File: src/rtl/plvh_pkg.sv
`timescale 1ns / 1ps
// ----------------------------------------------------------------------------
// plvh_pkg
// Shared types and constants of the price level volume histogram.
// ----------------------------------------------------------------------------
package plvh_pkg;

    // field widths fixed by the item formats
    localparam int SUM_W    = 48;
    localparam int PRICE_W  = 32;
    localparam int AMOUNT_W = 32;
    localparam int SIZE_W   = 16;
    localparam int BASE_W   = 32;
    localparam int RIDX_W   = 10;
    localparam int REP_W    = 16;
    localparam int PIX_W    = 16;
    localparam int PROD_W   = 49;
    localparam int S_DATA_W = 80;
    localparam int M_DATA_W = 296;
    localparam int APB_AW   = 3;
    localparam int APB_DW   = 32;

    // divider: numerator 2*price + size, denominator 2*size
    localparam int DIV_W    = 34;
    localparam int DEN_W    = 17;
    localparam int DCNT_W   = 6;

    localparam logic [SUM_W-1:0] SUM_MAX = {SUM_W{1'b1}};
    localparam logic [REP_W-1:0] REP_MAX = {REP_W{1'b1}};

    // request kinds
    localparam logic CMD_TRADE = 1'b0;
    localparam logic CMD_READ  = 1'b1;

    // result status codes
    localparam logic ST_DONE = 1'b0;
    localparam logic ST_DROP = 1'b1;

    // register indexes
    localparam logic REG_BIN_SIZE = 1'b0;
    localparam logic REG_BASE_BIN = 1'b1;

    typedef enum logic [2:0] {
        S_CLEAR,
        S_IDLE,
        S_DIV,
        S_RMW,
        S_FIN
    } state_t;

    typedef struct packed {
        logic [SIZE_W-1:0] bin_size;
        logic [BASE_W-1:0] base_bin;
    } cfg_t;

    typedef struct packed {
        logic             start;
        logic [DIV_W-1:0] num;
        logic [DEN_W-1:0] den;
    } div_req_t;

    typedef struct packed {
        logic             done;
        logic [DIV_W-1:0] quot;
    } div_rsp_t;

endpackage

File: src/rtl/plvh_div.sv
`timescale 1ns / 1ps
// ----------------------------------------------------------------------------
// plvh_div
// Restoring divider, one quotient bit per cycle, for the bin number.
// ----------------------------------------------------------------------------
module plvh_div (
    input  logic               aclk,
    input  logic               aresetn,
    input  plvh_pkg::div_req_t req,
    output plvh_pkg::div_rsp_t rsp
);
    import plvh_pkg::*;

    logic              busy_reg;
    logic              done_reg;
    logic [DCNT_W-1:0] cnt_reg;
    logic [DIV_W-1:0]  nq_reg;
    logic [DEN_W-1:0]  den_reg;
    logic [DEN_W-1:0]  rem_reg;
    logic [DEN_W:0]    rem_shift;
    logic              fits;

    // shift in the next numerator bit and try the subtract
    assign rem_shift = {rem_reg, nq_reg[DIV_W-1]};
    assign fits      = rem_shift >= {1'b0, den_reg};

    // control
    always_ff @(posedge aclk) begin
        if (!aresetn) begin
            busy_reg <= 1'b0;
            done_reg <= 1'b0;
            cnt_reg  <= '0;
        end else begin
            done_reg <= 1'b0;
            if (req.start) begin
                busy_reg <= 1'b1;
                cnt_reg  <= DCNT_W'(DIV_W);
            end else if (busy_reg) begin
                cnt_reg <= cnt_reg - DCNT_W'(1);
                if (cnt_reg == DCNT_W'(1)) begin
                    busy_reg <= 1'b0;
                    done_reg <= 1'b1;
                end
            end
        end
    end

    // numerator and quotient share one shift register
    always_ff @(posedge aclk) begin
        if (req.start) begin
            nq_reg  <= req.num;
            den_reg <= req.den;
            rem_reg <= '0;
        end else if (busy_reg) begin
            nq_reg  <= {nq_reg[DIV_W-2:0], fits};
            rem_reg <= fits ? DEN_W'(rem_shift - {1'b0, den_reg}) : rem_shift[DEN_W-1:0];
        end
    end

    assign rsp.done = done_reg;
    assign rsp.quot = nq_reg;

endmodule

File: config.mk
export PLATFORM = sky130hd
export DESIGN_NAME = plvh_div
export DESIGN_NICKNAME = d
export VERILOG_FILES = /design/src/rtl/plvh_pkg.sv /design/src/rtl/plvh_div.sv
export SDC_FILE = /design/constraint.sdc
export NUM_CORES = 1
export LEC_CHECK = 0
export BUFFER_PORTS_ARGS = -buffer_cell sky130_fd_sc_hd__buf_2
export CAP_MARGIN = 20
export CORE_ASPECT_RATIO = 1.4
export CORE_MARGIN = 3
export CORE_UTILIZATION = 24
export CTS_CLUSTER_SIZE = 10
export DETAILED_ROUTE_END_ITERATION = 7
export HOLD_SLACK_MARGIN = 0.06
export PLACE_DENSITY = 0.48
export SLEW_MARGIN = 20
export SYNTH_ARGS = -nofsm -noshare
export SYNTH_HDL_FRONTEND = slang
export SYNTH_SLANG_ARGS = --single-unit
File: constraint.sdc
create_clock -name aclk -period 3.7 [get_ports aclk]
set_input_delay 0.925 -clock aclk [delete_from_list [all_inputs] [get_ports aclk]]
set_output_delay 0.925 -clock aclk [all_outputs]
set_load 0.1 [all_outputs]
# Word level (Yosys, flattened, before mapping)
# Index checks and enable logic that the tools add are counted.
[op_classes] add_sub_neg=2 magnitude_cmp=1 n_eq_ne=1 mux=9 n_bitwise=2 n_reduce_logical=3
[ops] operator="34-bit two-way mux" count=2
[ops] operator="18-bit by 17-bit >= comparator with 1-bit output" count=1
[ops] operator="17-bit two-way mux" count=1
[ops] operator="17-bit subtractor" count=1
[ops] operator="6-bit two-way mux" count=2
[ops] operator="6-bit by 1-bit equality test with 1-bit output (second input constant)" count=1
[ops] operator="6-bit by 1-bit subtractor with 6-bit output (second input constant)" count=1
[ops] operator="1-bit two-way mux" count=4
[ops] operator="3-bit OR reduction" count=1
[ops] operator="1-bit inverter" count=2
[ops] operator="2-bit nonzero test" count=1
[ops] operator="2-bit OR reduction" count=1
[totals] regBits=76 inputBits=54 output_inout_bits=35 word_cells=25

# Logic depth before layout (Yosys ltp)
[depth] word_depth=4 mapped_depth=11

# Worst setup path after synthesis
# OpenSTA, ideal clock, no wires.
[synth_timing] kind="flip-flop to flip-flop" from="register nq_reg[33]" to="register rem_reg[14]" setup_ps=122 arrival_ps=2827 slack_ps=751 stages_incl_launch_ff=11 n_path_buf=0 cell_sequence="edfxtp_1 -> inv_1 -> ha_1 -> inv_1 -> fa_1 -> a21o_1 -> a22o_1 -> o211ai_2 -> a31oi_4 -> and4b_1 -> a311o_1"
[synth_between] elab_chain_cells=2 elab_cells_between_ends=3 classes_between="add/sub (1); order compare (1); mux (1)"
[synth_rtl] element="start, declared" line="plvh_div.sv:17" source="logic [DIV_W-1:0] nq_reg;"
[synth_rtl] element="start signal, assigned" line="plvh_div.sv:51" source="nq_reg <= req.num;"
[synth_rtl] element="start signal, assigned" line="plvh_div.sv:55" source="nq_reg <= {nq_reg[DIV_W-2:0], fits};"
[synth_rtl] element="17-bit subtractor / 18-bit by 17-bit >= comparator with 1-bit output (equally long branches)" line="plvh_div.sv:56, plvh_div.sv:25"
[synth_rtl] element="17-bit two-way mux (*)" line="plvh_div.sv:56" source="rem_reg <= fits ? DEN_W'(rem_shift - {1'b0, den_reg}) : rem_shift[DEN_W-1:0];"
[synth_rtl] element="end signal, assigned" line="plvh_div.sv:56"
[synth_rtl] element="end, declared" line="plvh_div.sv:19" source="logic [DEN_W-1:0] rem_reg;"
# Every way passes the cells marked *; elsewhere a longest branch is shown, timed or not.
# A chain may end at the register's enable or synchronous reset.

# Worst setup path after layout
# Same ends and word-level chain as after synthesis.

==> tab_implementation.tex <==
\begin{tabular}{lr}
\hline
Metric & Value \\
\hline
\multicolumn{2}{l}{\textbf{Outcome}} \\
\quad Outcome & complete, no violations \\
\multicolumn{2}{l}{\textbf{Critical path}} \\
\quad Data required time of the critical path & 3.92 ns \\
\quad Cell-by-cell trace of the critical path & inv\_1 -> ha\_1 -> inv\_1 -> fa\_1 -> a21o\_1 -> a22o\_1 -> o211ai\_2 -> a31oi\_4 -> and4b\_1 -> a311o\_1 \\
\quad Maximum fanout count along the critical path & 28 \\
\quad Delay of the slowest cell on the worst path & 0.42 ns \\
\quad Startpoint class of the critical path & register \\
\quad Most frequent CP cell & sky130\_fd\_sc\_hd\_\_inv\_1 \\
\quad Slowest CP cell & sky130\_fd\_sc\_hd\_\_edfxtp\_1 \\
\quad Critical path endpoint category & register \\
\quad Worst path arrival time & 3.16 ns \\
\quad Kind of critical path & register to register \\
\multicolumn{2}{l}{\textbf{Global route}} \\
\quad Antenna violations before repair & 0 \\
\quad Global-route layer with the greatest usage & met2 \\
\quad Total GRT Usage & 10.5\% \\
\quad Vias in the first global route & 3244 \\
\quad Maximum number of pins on one net before global-route repair & 44 \\
\quad Total global routing overflow & 0 \\
\quad Met2 usage & 17.3\% \\
\quad Met1 layer usage reported by global route & 12.1\% \\
\quad Global-route met3 utilization & 3.49\% \\
\quad First-pass GRT wire length & 15700 um \\
\multicolumn{2}{l}{\textbf{Floorplan}} \\
\quad Vertical extent of the die & 161 um \\
\quad Horiz. Die Dim & 117 um \\
\quad Std-Cell Core Area & 16800 sq um \\
\quad Starting utilization of the core area & 24.5\% \\
\quad Number of top-level design ports & 89 \\
\quad Area enclosed by the die boundary & 18800 sq um \\
\quad Number of standard-cell rows in the floorplan & 56 \\
\multicolumn{2}{l}{\textbf{Pwr}} \\
\quad Maximum resistive drop on vdd & 0.272 mV \\
\quad Power density over the cells & 541 nW/um\^{}2 \\
\quad Leakage & 2.10 nW \\
\multicolumn{2}{l}{\textbf{Job}} \\
\quad Max Cap Viol & 0 \\
\multicolumn{2}{l}{\textbf{Routing}} \\
\quad Wirelength, routed & 9620 um \\
\quad First drt pass iteration count & 4 \\
\quad DR WL/cell & 14.4 um \\
\quad Number of routed nets with antenna violations & 0 \\
\quad Vias & 3100 \\
\quad Remaining design rule violation count & 0 \\
\quad Detailed-route vias per instance & 4.65 \\
\quad Iter 0 DRT Violations & 136 \\
\multicolumn{2}{l}{\textbf{Clocking}} \\
\quad Number of cells upsized or downsized after cts & 0 \\
\quad Total CTS buffers & 9 \\
\quad Post-CTS setup buffer count & 0 \\
\quad Number of sinks driven by the clock tree & 76 \\
\quad TritonCTS clock tree & yes \\
\quad Skew-Pair Late Insertion Delay & 0.33 ns \\
\quad CTS Hold Bufs & 0 \\
\quad Clock transition at the registers of the reported paths & 0.06 ns \\
\quad Maximum level of the CTS H-tree & 3 \\
\quad Buffer cell driving the clock tree root & sky130\_fd\_sc\_hd\_\_clkbuf\_16 \\
\quad Clk buf depth & 2 \\
\multicolumn{2}{l}{\textbf{STA}} \\
\quad Total negative setup slack & 0 ns \\
\quad Hold Slack & 0.508 ns \\
\quad Final setup violation count & 0 \\
\quad Count of final max-slew check failures & 0 \\
\quad Achievable clock frequency & 340 MHz \\
\quad Period utilisation layout & 79.5\% \\
\quad Headroom to the max-slew limit & 39.1\% \\
\quad Worst slew pin tran & 0.913 ns \\
\quad Hold Violations, Final & 0 \\
\quad Period minus WS final & 2.94 ns \\
\quad Unrepaired setup endpoints after global routing & false \\
\quad Worst setup skew after layout & 0.00886 ns \\
\multicolumn{2}{l}{\textbf{Yosys}} \\
\quad Distinct cells, synth & 57 \\
\quad Predominant post-synthesis flop cell & sky130\_fd\_sc\_hd\_\_edfxtp\_1 \\
\quad Post-synth top area cell & sky130\_fd\_sc\_hd\_\_edfxtp\_1 \\
\quad Number of enable-type register cells in the synthesized netlist & 51 \\
\quad Post-synthesis area per instance & 11.0 sq um \\
\quad Share of the yosys chip area belonging to registers & 49.2\% \\
\quad Number of standard cells after synthesis & 375 \\
\quad Total number of yosys warnings & 0 \\
\quad Cells taking the most area after synthesis & sky130\_fd\_sc\_hd\_\_edfxtp\_1, sky130\_fd\_sc\_hd\_\_dfxtp\_1, sky130\_fd\_sc\_hd\_\_mux2\_2 \\
\quad Number of storage elements in the synthesis netlist & 76 \\
\quad Async set-or-reset flop fraction in the synthesized netlist & 0\% \\
\quad Netlist area before placement & 4130 sq um \\
\quad Post-synth top area share & 37.1\% \\
\quad Total nets after synthesis & 449 \\
\multicolumn{2}{l}{\textbf{Finish}} \\
\quad Fraction of layout instances using a drive strength above 1 & 32.4\% \\
\quad Number of cells in the finished layout apart from fillers & 666 \\
\quad Number of nets in the finished design & 532 \\
\quad Final non-filler cell area & 5090 sq um \\
\quad Antenna diode instance count & 0 \\
\quad Max FFs per register & 34 \\
\quad Growth of design area from synthesis to finish & 23.4\% \\
\multicolumn{2}{l}{\textbf{Worst hold path}} \\
\quad Class of the tightest hold or removal check & register to register \\
\multicolumn{2}{l}{\textbf{Placed design}} \\
\quad Final Wtd Congestion & 0.787 \\
\quad Final HPWL from detailed placement & 7040 um \\
\quad IO Port Bufs & 88 \\
\quad Placed cell count & 650 \\
\quad Placed Instance Area & 4750 sq um \\
\hline
\end{tabular}
kinds of logic (layout without fill, tap and decap cells):
logic type                 after synthesis  after routing  synth area share [%]
AOI/OAI and AO/OA                       80             80                  14.3
xor gates and xnor gates                14             14                  2.97
adders and majority gates               20             20                  6.25
buffers and inverters                   46            134                  4.82
DFF                                     76             76                  49.2
muxes                                   40             40                  10.7
and+or+nand+nor                         99             99                  11.7
metal layers:
metal  vias up  share of wire (%)
met5         -                  0
met4         0                2.4
met3        15                7.0
met2        92                 48
met1      1427                 43
li1       1566                  -
stage by stage:
stage                     power, W  util (%)  setup WS, ns
after floorplan            0.00162         -         0.751
after detailed placement   0.00176      28.2         0.753
after CTS                  0.00280      30.3         0.725
after global placement     0.00176      28.2         0.827
final                      0.00275      30.3         0.758
after global routing       0.00289      30.3         0.602
final timing paths:
path,cells after the start,from,end,slack [ns]
min reg2reg,2,rem_reg[12],rem_reg[12],0.51
max,10,nq_reg[33],rem_reg[14],0.76
max reg2reg,10,nq_reg[33],rem_reg[14],0.76
min,2,rem_reg[12],rem_reg[12],0.51
placed cells by master, fill, tap and decap left out, types with 5 or more instances in the layout:
cell type / netlist / final
sky130_fd_sc_hd__ha_1: 19 / 19
sky130_fd_sc_hd__nand2b_1: 10 / 10
sky130_fd_sc_hd__buf_2: 6 / 88
sky130_fd_sc_hd__nand2_1: 25 / 25
sky130_fd_sc_hd__mux2i_1: 7 / 7
sky130_fd_sc_hd__nor2_1: 30 / 30
sky130_fd_sc_hd__a211oi_1: 8 / 8
sky130_fd_sc_hd__clkbuf_16: 0 / 9
sky130_fd_sc_hd__nand3_1: 9 / 9
sky130_fd_sc_hd__xnor2_1: 8 / 8
sky130_fd_sc_hd__inv_1: 25 / 25
sky130_fd_sc_hd__mux2_2: 33 / 33
sky130_fd_sc_hd__a21oi_1: 19 / 19
sky130_fd_sc_hd__dfxtp_1: 25 / 25
sky130_fd_sc_hd__nor3_1: 5 / 5
sky130_fd_sc_hd__o21ai_0: 10 / 10
sky130_fd_sc_hd__xor2_1: 6 / 6
sky130_fd_sc_hd__edfxtp_1: 51 / 51
synth_stat cells, drive strengths merged (3+ instances only):
cell,number
edfxtp,51
mux2,33
nor2,30
nand2,26
dfxtp,25
inv,25
a21oi,19
ha,19
buf,14
o21ai,11
nand2b,10
nand3,9
a211oi,8
xnor2,8
mux2i,7
clkbuf,6
o211ai,6
xor2,6
a21o,5
nor3,5
a311oi,4
and3,4
nand4,4
a21boi,3
o221ai,3
layout make-up:
| type | count | area (sq um) |
|---|---|---|
| clock inverters | 6 | 113 |
| flip-flops and latches | 76 | 2030 |
| multi-input cells | 253 | 1900 |
| fillers | 1744 | 11700 |
| repair buffers | 92 | 470 |
| inverters | 26 | 97.6 |
| clock buffers | 10 | 229 |
| well taps | 203 | 254 |
worst max-delay path, delay by kind of cell, from the launching register on:
family          cells  cell delay (ns)
compound gates      5             1.36
simple gates        1             0.35
flops               1             0.42
fa+ha+maj           2             0.55
buf+inv             2             0.13
power breakdown:
| part | switching (W) | internal, W | leakage [nW] | total (W) |
|---|---|---|---|---|
| clock network | 0.000352 | 0.000660 | 0.167 | 0.00101 |
| logic | 0.000516 | 0.000194 | 1.21 | 0.000710 |
| registers | 0.0000384 | 0.000992 | 0.714 | 0.00103 |
| total | 0.000907 | 0.00185 | 2.10 | 0.00275 |
(Power assumes the default switching activity.)
