<file path="src/rtl/plvh_pkg.sv">
`timescale 1ns / 1ps
// ----------------------------------------------------------------------------
// plvh_pkg
// Shared types and constants of the price level volume histogram.
// ----------------------------------------------------------------------------
package plvh_pkg;

    // field widths fixed by the item formats
    localparam int SUM_W    = 48;
    localparam int PRICE_W  = 32;
    localparam int AMOUNT_W = 32;
    localparam int SIZE_W   = 16;
    localparam int BASE_W   = 32;
    localparam int RIDX_W   = 10;
    localparam int REP_W    = 16;
    localparam int PIX_W    = 16;
    localparam int PROD_W   = 49;
    localparam int S_DATA_W = 80;
    localparam int M_DATA_W = 296;
    localparam int APB_AW   = 3;
    localparam int APB_DW   = 32;

    // divider: numerator 2*price + size, denominator 2*size
    localparam int DIV_W    = 34;
    localparam int DEN_W    = 17;
    localparam int DCNT_W   = 6;

    localparam logic [SUM_W-1:0] SUM_MAX = {SUM_W{1'b1}};
    localparam logic [REP_W-1:0] REP_MAX = {REP_W{1'b1}};

    // request kinds
    localparam logic CMD_TRADE = 1'b0;
    localparam logic CMD_READ  = 1'b1;

    // result status codes
    localparam logic ST_DONE = 1'b0;
    localparam logic ST_DROP = 1'b1;

    // register indexes
    localparam logic REG_BIN_SIZE = 1'b0;
    localparam logic REG_BASE_BIN = 1'b1;

    typedef enum logic [2:0] {
        S_CLEAR,
        S_IDLE,
        S_DIV,
        S_RMW,
        S_FIN
    } state_t;

    typedef struct packed {
        logic [SIZE_W-1:0] bin_size;
        logic [BASE_W-1:0] base_bin;
    } cfg_t;

    typedef struct packed {
        logic             start;
        logic [DIV_W-1:0] num;
        logic [DEN_W-1:0] den;
    } div_req_t;

    typedef struct packed {
        logic             done;
        logic [DIV_W-1:0] quot;
    } div_rsp_t;

endpackage

</file>
<file path="src/rtl/plvh_apb.sv">
`timescale 1ns / 1ps
// ----------------------------------------------------------------------------
// plvh_apb
// Configuration register file behind the APB-style port.
// ----------------------------------------------------------------------------
module plvh_apb (
    input  logic                        aclk,
    input  logic                        aresetn,
    input  logic                        psel,
    input  logic                        penable,
    input  logic                        pwrite,
    input  logic [plvh_pkg::APB_AW-1:0] paddr,
    input  logic [plvh_pkg::APB_DW-1:0] pwdata,
    output logic [plvh_pkg::APB_DW-1:0] prdata,
    output plvh_pkg::cfg_t              cfg
);
    import plvh_pkg::*;

    logic [SIZE_W-1:0] bin_size_reg;
    logic [BASE_W-1:0] base_bin_reg;
    logic              reg_sel;
    logic              wr_fire;

    // register select from the word address
    assign reg_sel = paddr[2];
    assign wr_fire = psel & penable & pwrite;

    // register writes
    always_ff @(posedge aclk) begin
        if (!aresetn) begin
            bin_size_reg <= SIZE_W'(1);
            base_bin_reg <= '0;
        end else if (wr_fire) begin
            unique case (reg_sel)
                REG_BIN_SIZE: bin_size_reg <= pwdata[SIZE_W-1:0];
                REG_BASE_BIN: base_bin_reg <= pwdata[BASE_W-1:0];
                default:      ;
            endcase
        end
    end

    // read back
    always_comb begin
        unique case (reg_sel)
            REG_BIN_SIZE: prdata = APB_DW'(bin_size_reg);
            REG_BASE_BIN: prdata = APB_DW'(base_bin_reg);
            default:      prdata = '0;
        endcase
    end

    assign cfg.bin_size = bin_size_reg;
    assign cfg.base_bin = base_bin_reg;

endmodule

</file>
<file path="config.mk">
export PLATFORM = sky130hd
export DESIGN_NAME = plvh_apb
export DESIGN_NICKNAME = d
export VERILOG_FILES = /design/src/rtl/plvh_pkg.sv /design/src/rtl/plvh_apb.sv
export SDC_FILE = /design/constraint.sdc
export NUM_CORES = 1
export LEC_CHECK = 0
export ABC_AREA = 1
export BUFFER_PORTS_ARGS = -buffer_cell sky130_fd_sc_hd__buf_2
export CORE_AREA = 2 2 85 63
export CTS_BUF_LIST = sky130_fd_sc_hd__clkbuf_8
export CTS_CLUSTER_DIAMETER = 50
export DETAILED_ROUTE_END_ITERATION = 6
export DIE_AREA = 0 0 87 65
export HOLD_SLACK_MARGIN = 0.08
export PLACE_DENSITY = 0.95
export SLEW_MARGIN = 20
export SYNTH_ARGS = -nofsm -noshare
export SYNTH_HDL_FRONTEND = slang
export SYNTH_SLANG_ARGS = --single-unit
</file>
<file path="constraint.sdc">
create_clock -name aclk -period 2.3 [get_ports aclk]
set_input_delay 0.46 -clock aclk [delete_from_list [all_inputs] [get_ports aclk]]
set_output_delay 0.46 -clock aclk [all_outputs]
set_load 0.005 [all_outputs]
</file>
* Word-level counts from Yosys, hierarchy flattened
Cells that the tools add are included.
** Storage, ports and cells
- Register bits :: 48
- Bits of input ports :: 40
- Output and inout bits :: 80
- Word-level logic and storage cells :: 8
** Cells by class
- Mux-type cells :: 1
- Bitwise logic cells :: 3
- Reductions and logical operators :: 2
** Operators with widths (count)
- 32-bit one-hot mux with 2 select lines :: 1
- 2-bit AND reduction :: 2
- 1-bit bitwise AND :: 2
- 1-bit inverter :: 1

* Longest topological paths before layout
Gate-level depths: netlist of the first run.
- Depth after elaboration :: 3
- Depth in mapped cells :: 7
- Gate-level depth less buffers :: 5

* Worst setup path after synthesis of the first run
No wires, ideal clock.
- Path kind :: input-to-output
- Start point :: input port paddr[2] in the netlist's numbering
- End point :: output port prdata[0] in the netlist's numbering
- Data arrival time :: 0.948 ns
- Data required time :: 1.840 ns
- Slack :: 0.892 ns
- Stages on the path :: 4
- Buffers on the path :: 1
- Cell sequence :: inv_2 > clkbuf_1 > nand2_1 > nand2_1
** Between the ends
- Cells in the longest elaborated chain, start to end :: 2
** RTL lines
- from (decl) :: line plvh_apb.sv:12 : input logic [plvh_pkg::APB_AW-1:0] paddr,
- 1-bit inverter (no line)
- 32-bit one-hot mux with 2 select lines (*) :: line plvh_apb.sv:44 : unique case (reg_sel)
- to (decl) :: line plvh_apb.sv:14 : output logic [plvh_pkg::APB_DW-1:0] prdata,
Mark *: on every way between the ends. The rest lies on a longest branch, timed or not.

* Final worst setup path of the first run
- Start point :: input port paddr[2] in the netlist's numbering
- End point :: output port prdata[7] in the netlist's numbering
Same word-level chain as after synthesis.

==> key figures, run 1 <==
Clock tree
  – Clk root buf: clkbuf_8
  – Clock Latency Late Sink: 290 ps
  – Num Clock Sinks: 48
  – Max Buffers Root-to-Sink: 2
  – H-tree depth: 2
  – CTS tree: built
  – CTS Hold Buffers Added: 0
  – Clock slew at reported path FFs: 80 ps
  – CTS Buf Count: 5
  – Gates resized, CTS repair: 0
  – # Post-CTS Setup Buffers: 0

Final layout
  – Non-Filler Instances: 549
  – Most frequent cells in the layout: buf_2 (117), nand2_1 (113), nor2_1 (94)
  – Commonest non-fill, non-tap cell in the layout: buf_2
  – Share of cells above drive strength 1: 27.6%
  – Multi-input gate area: 1070 µm²
  – Max FFs per register: 32
  – Fin area: about 3000 µm²
  – Synth-to-layout area growth: 28.5%
  – Fill cells: 478
  – Nets: 528
  – Reg area: about 960 µm²
  – ANT cells: 0

STA
  – TNS Setup: 0 ps
  – Final Cycle Share: 75.4%
  – Post-layout min period: 1730 ps
  – Final setup skew: 0 ps
  – Final setup violation count: 0
  – Slew HR: about 44%
  – Final Hold Fails: 0
  – RSZ-0062 raised after global routing: no
  – Fmax: about 580 MHz
  – Final max-slew violation count: 0
  – Worst-Margin Slew: around 830 ps

Setup path
  – Worst EP required: about 1800 ps
  – Setup crit start kind: input pin
  – FF-to-FF Start: bin_size_reg[6]
  – Worst Setup EP: prdata[7]
  – Crit. End Element: output port
  – Arrival @ worst endpoint: between 1000 and 1500 ps
  – CP Launch Point: paddr[2]
  – Max FO, Critical Path: 28
  – Crit Path Category: input pin to output port
  – Reg2Reg Depth: 2
  – R2R Path End: bin_size_reg[6]
  – Setup slack, reg-to-reg: 1670 ps

Placed design
  – Cell Area, Placed: roughly 3000 µm²
  – Hpwl dp: 4.07 mm
  – Global placement routability congestion: 0.806
  – Number of port buffers: 117
  – Placed insts: 541

Floorplanning
  – Starting Density: 47.6%
  – Die Height: 65 µm
  – Die area: 5660 µm²
  – Core area: 4930 µm²
  – Die X: 87 µm
  – I/O pin count: 120
  – Site Rows: 22

Pwr
  – Pint: approximately 0.0012 W
  – Peak supply drop: 0.282 mV
  – Switching power: 0.000422 W
  – Power share of the combinational group: 14.7%
  – Leak Pwr: 1.86 nW
  – PD cells: 537 nW/µm²
  – Flop pwr share: 54.5%
  – Clock share of power: between 30% and 40%
  – Net switching fraction of the power: a little over a quarter

Logic synthesis
  – Mean Syn Cell Area: 6.13 µm²
  – Mapped cell area: 2340 µm²
  – Ys Warns: 0
  – Compound-gate portion of the synthesized area: less than 1%
  – Synth unique cells: 13
  – Multiplexer area fraction after synthesis: 0%
  – Largest family of logic cells by synthesized area: simple AND/OR/NAND/NOR gates
  – Flops & latches, synth: 48
  – XOR/XNOR Fraction of Synth Area: 0%
  – Synth Net Count: 422
  – Sequential area share after synthesis: between 40% and 50%
  – Area share of and/or/nand/nor cells after synthesis: between 40% and 50%
  – Post-synthesis cell count: 382
  – Adder-Cell Fraction of Synth Area: 0%

Worst hold path
  – Min-Delay Path Class: input pin to flop
  – Min-delay src: pwdata[0]

Route
  – DRC: 0
  – First-iteration detailed-routing DRC count: 74
  – DR vias/cell: 4.64
  – Detailed Routing Iterations Pass 1: 4
  – Routed vias: 2545
  – Routed Antenna Nets: 0
  – Routed len/inst: ~10 µm
  – Final WL: about 5.8 mm

Global route
  – First-pass GRT wire length: 9.00 mm
  – Initial antenna violation count: 0
  – Total track usage: 19.8%
  – Gr ovfl total: 0
  – Number of global-route vias before repair: 2191
  – Largest net degree at the start of global routing: just under 50

Status
  – Status: finished, final reports clean

Run
  – Max Cap Viol: 0
## worst max-delay path, cell delays in order
cell     delay [ps]
buf_2           120
inv_2           380
nand2_1         120
nand2_1          80
buf_2           110
## synth_stat cells
cell type	number	area, µm²
buf_1	4	15.0
o21ai_0	1	5.00
nand3_2	1	10.0
nor2_4	2	22.5
nand3_1	48	240
nor2_1	95	357
dfxtp_1	48	961
buf_2	7	35.0
buf_4	10	75.1
nand2_1	113	424
inv_2	2	7.51
clkbuf_1	3	11.3
inv_1	48	180
## power by group through the flow
stage / Sequential [W] / Clock [W] / Combinational [W]
global route: 0.000886 / 0.000538 / 0.000268
CTS: 0.000881 / 0.000511 / 0.000240
floorplan: 0.000901 / 0 / 0.000140
finish: 0.000881 / 0.000499 / 0.000237
detailed placement: 0.000901 / 0 / 0.000240
global placement: 0.000899 / 0 / 0.000232
## how the worst min path moves through the flow
| stage | endpoint | slack [ps] | cells past startpoint |
|---|---|---|---|
| finish | bin_size_reg[0] | 390 | 3 |
| global placement | base_bin_reg[18] | 480 | 2 |
| CTS | bin_size_reg[0] | 380 | 3 |
| detailed placement | base_bin_reg[17] | 490 | 2 |
| floorplan | bin_size_reg[0] | 480 | 2 |
| global route | bin_size_reg[0] | 400 | 3 |
## cells by family (layout without fill, tap and decap cells)
kind of cell           count (synthesis)  count (layout)
AND/OR/NAND/NOR                      259             259
buffers and inverters                 74             181
flip-flops                            48              48
AO/OA/AOI/OAI                          1               1
## stage by stage
stage	setup slack [ps]	total power, W	util (%)	hold slack (ps)
final	567	0.00162	61.1	386
after global routing	509	0.00169	61.1	396
after CTS	557	0.00163	61.1	378
after detailed placement	561	0.00114	59.3	490
after global placement	584	0.00113	59.3	484
after floorplan	892	0.00104	-	483
## cell type report
class	count	area share, %
clock buffers	6	2.74
clock inverters	2	0.249
inverters	50	6.23
multi-input cells	260	35.4
flip-flops and latches	48	31.9
well taps	60	2.49
repair buffers	123	20.9
## per-layer routing
metal | vias to the layer above | routed length (µm) | track usage, %
li1 | 1338 | - | -
met1 | 1118 | 2510 | 21.6
met2 | 82 | 2760 | 37.2
met3 | 7 | 423 | 4.71
met4 | 0 | 64 | 6.84
met5 | - | 0 | 0
Note: power is estimated with default switching activity, not from simulation.
==> run 2, diff against run 1 <==
--- a/config.mk
+++ b/config.mk
@@ -7,13 +7,13 @@
 export LEC_CHECK = 0
 export ABC_AREA = 1
 export BUFFER_PORTS_ARGS = -buffer_cell sky130_fd_sc_hd__buf_2
-export CORE_AREA = 2 2 85 63
+export CORE_AREA = 2 2 93 68
 export CTS_BUF_LIST = sky130_fd_sc_hd__clkbuf_8
 export CTS_CLUSTER_DIAMETER = 50
 export DETAILED_ROUTE_END_ITERATION = 6
-export DIE_AREA = 0 0 87 65
+export DIE_AREA = 0 0 95 70
 export HOLD_SLACK_MARGIN = 0.08
-export PLACE_DENSITY = 0.95
+export PLACE_DENSITY = 0.86
 export SLEW_MARGIN = 20
 export SYNTH_ARGS = -nofsm -noshare
 export SYNTH_HDL_FRONTEND = slang
==> constraint.sdc (replaced) <==
create_clock -name aclk -period 1.5 [get_ports aclk]
set_input_delay 0.3 -clock aclk [delete_from_list [all_inputs] [get_ports aclk]]
set_output_delay 0.3 -clock aclk [all_outputs]
set_load 0.005 [all_outputs]
==> key figures, run 2 (same netlist as run 1, synthesis figures left out) <==
Status
  – Status: finished, final reports clean

STA
  – Final Hold Fails: 0 (unchanged)
  – TNS Setup: 0 ps (unchanged)
  – Final setup skew: 0 ps (unchanged)
  – Fmax: 728 MHz
  – Slew HR: 71.8% (+27 points)
  – RSZ-0062 raised after global routing: no
  – Final setup violation count: 0 (unchanged)
  – Final Cycle Share: 91.6%
  – Worst-Margin Slew: 423 ps (-412 ps)
  – Final worst slack: 126 ps (-441 ps)
  – Post-layout min period: 1370 ps
  – Final max-slew violation count: 0 (unchanged)

Worst hold path
  – Hold Path End: bin_size_reg[0]
  – Min-Delay Path Class: input pin to flop
  – Hold Path Depth: 3 (unchanged)
  – Min-delay src: pwdata[0]

Setup path
  – CP Cell Sequence: buf_2 > buf_4 > nand2_1 > nand2_1 > buf_2
  – Setup crit start kind: input pin
  – FF-to-FF Start: bin_size_reg[15]
  – Crit Path Category: input pin to output port
  – Reg2Reg Depth: 2 (unchanged)
  – Max FO, Critical Path: 33 (+18%)
  – Worst EP required: 1200 ps (-640 ps)
  – Crit. End Element: output port
  – R2R Path End: bin_size_reg[15]
  – Setup slack, reg-to-reg: 870 ps (-800 ps)
  – Critical Path Max Stage Delay: 330 ps (-50 ps)
  – Arrival @ worst endpoint: 1070 ps (-200 ps)
  – Critical path's slowest cell: buf_4

Global route
  – Total track usage: 17.5% (-2.4 points)
  – Largest net degree at the start of global routing: 49 (unchanged)
  – GRT busiest layer: met2
  – First-pass GRT wire length: 9.41 mm (+4.5%)
  – Number of global-route vias before repair: 2184 (-0.32%)
  – Met1 Use GR: 21.2% (-0.33 points)
  – Initial antenna violation count: 0 (unchanged)
  – Met3 Use GR: 4.21% (-0.51 points)
  – Gr ovfl total: 0 (unchanged)
  – GRT met2 Usage: 30.9% (-6.3 points)

Route
  – Detailed Routing Iterations Pass 1: 4 (unchanged)
  – Routed vias: 2561 (+0.63%)
  – Final WL: 5.87 mm (+1.9%)
  – Routed len/inst: 10.3 µm (-1.7%)
  – Routed Antenna Nets: 0 (unchanged)
  – First-iteration detailed-routing DRC count: 58 (-22%)
  – DRC: 0 (unchanged)
  – DR vias/cell: 4.50 (-2.9%)

Pwr
  – Total power: 0.00251 W (+55%)
  – PD cells: 807 nW/µm² (+50%)
  – Leak Pwr: 1.89 nW (+1.4%)
  – Peak supply drop: 0.364 mV (+29%)

Final layout
  – ANT cells: 0 (unchanged)
  – Multi-input gate area: 1070 µm² (unchanged)
  – Commonest non-fill, non-tap cell in the layout: buf_2
  – Reg area: 961 µm² (unchanged)
  – Synth-to-layout area growth: 32.8%
  – Fill cells: 611 (+28%)
  – Share of cells above drive strength 1: 28.3% (+0.70 points)
  – Max FFs per register: 32 (unchanged)
  – Nets: 530 (+0.38%)
  – Most frequent cells in the layout: buf_2 (117), nand2_1 (113), nor2_1 (94)
  – Layout Utilization: 52.6% (-8.5 points)

Clock tree
  – CTS Buf Count: 5 (unchanged)
  – Max Buffers Root-to-Sink: 2 (unchanged)
  – Gates resized, CTS repair: 0 (unchanged)
  – # Post-CTS Setup Buffers: 0 (unchanged)
  – CTS tree: built
  – CTS Hold Buffers Added: 0 (unchanged)
  – H-tree depth: 2 (unchanged)
  – Clock Latency Late Sink: 290 ps (about the same)
  – Clk root buf: clkbuf_8
  – Clock slew at reported path FFs: 80 ps (about the same)
  – Num Clock Sinks: 48 (unchanged)

Floorplanning
  – Die area: 6650 µm² (+18%)
  – Starting Density: 39.6% (-7.9 points)
  – I/O pin count: 120 (unchanged)
  – Core area: 5920 µm² (+20%)
  – Site Rows: 24 (+9.1%)
  – Die X: 95 µm (+9.2%)
  – Die Height: 70 µm (+7.7%)

Placed design
  – Global placement routability congestion: 0.727 (-9.8%)
  – Worst slack, placed: 123 ps (-438 ps)
  – Hpwl dp: 4.15 mm (+2.0%)
  – Number of port buffers: 117 (unchanged)

Run
  – Max Cap Viol: 0 (unchanged)
run 2: cell types whose count changed in the layout (fill, tap and decap cells not counted), sizes merged:
cell    change
buf         +2
clkinv      +2
inv         -2
run 2: worst max path at each step:
stage | startpoint | to | cells after the start
2_1_floorplan | paddr[2] | prdata[0] | 4
6_report | paddr[2] | prdata[9] | 5
3_5_place_dp | paddr[2] | prdata[9] | 5
4_1_cts | paddr[2] | prdata[9] | 5
5_1_grt | paddr[2] | prdata[9] | 5
3_3_place_gp | paddr[2] | prdata[6] | 5
run 2: final cells by class:
type | count | share of cell area (%)
tap | 78 | 3.14
clock buffer | 6 | 2.65
inverter | 50 | 6.03
sequential | 48 | 30.9
timing repair buffer | 125 | 22.7
clock inverter | 2 | 0.322
multi-input combinational | 260 | 34.2
run 2: report_power, final:
group / internal (W) / switching, W
Clock: 0.000368 / 0.000405
Sequential: 0.00132 / 0.0000336
Combinational: 0.000171 / 0.000215
Total: 0.00186 / 0.000653
run 2: critical path, delay by kind of cell:
kind | cells | cell delay [ps]
AND/OR/NAND/NOR | 2 | 190
buffers and inverters | 3 | 570
run 2: metal layers:
metal / up-vias / part of all wire, %
li1: 1344 / -
met1: 1121 / 46
met2: 89 / 47
met3: 7 / 6.7
met4: 0 / 0.89
met5: - / 0
run 2: per-stage QoR:
step / instance area [µm²] / cells / hold slack (ps)
after global placement: 3020 / 561 / 484
after CTS: 3110 / 569 / 238
after floorplan: 2340 / 382 / 426
after detailed placement: 3020 / 561 / 491
after global routing: 3110 / 569 / 266
final: 3110 / 569 / 249
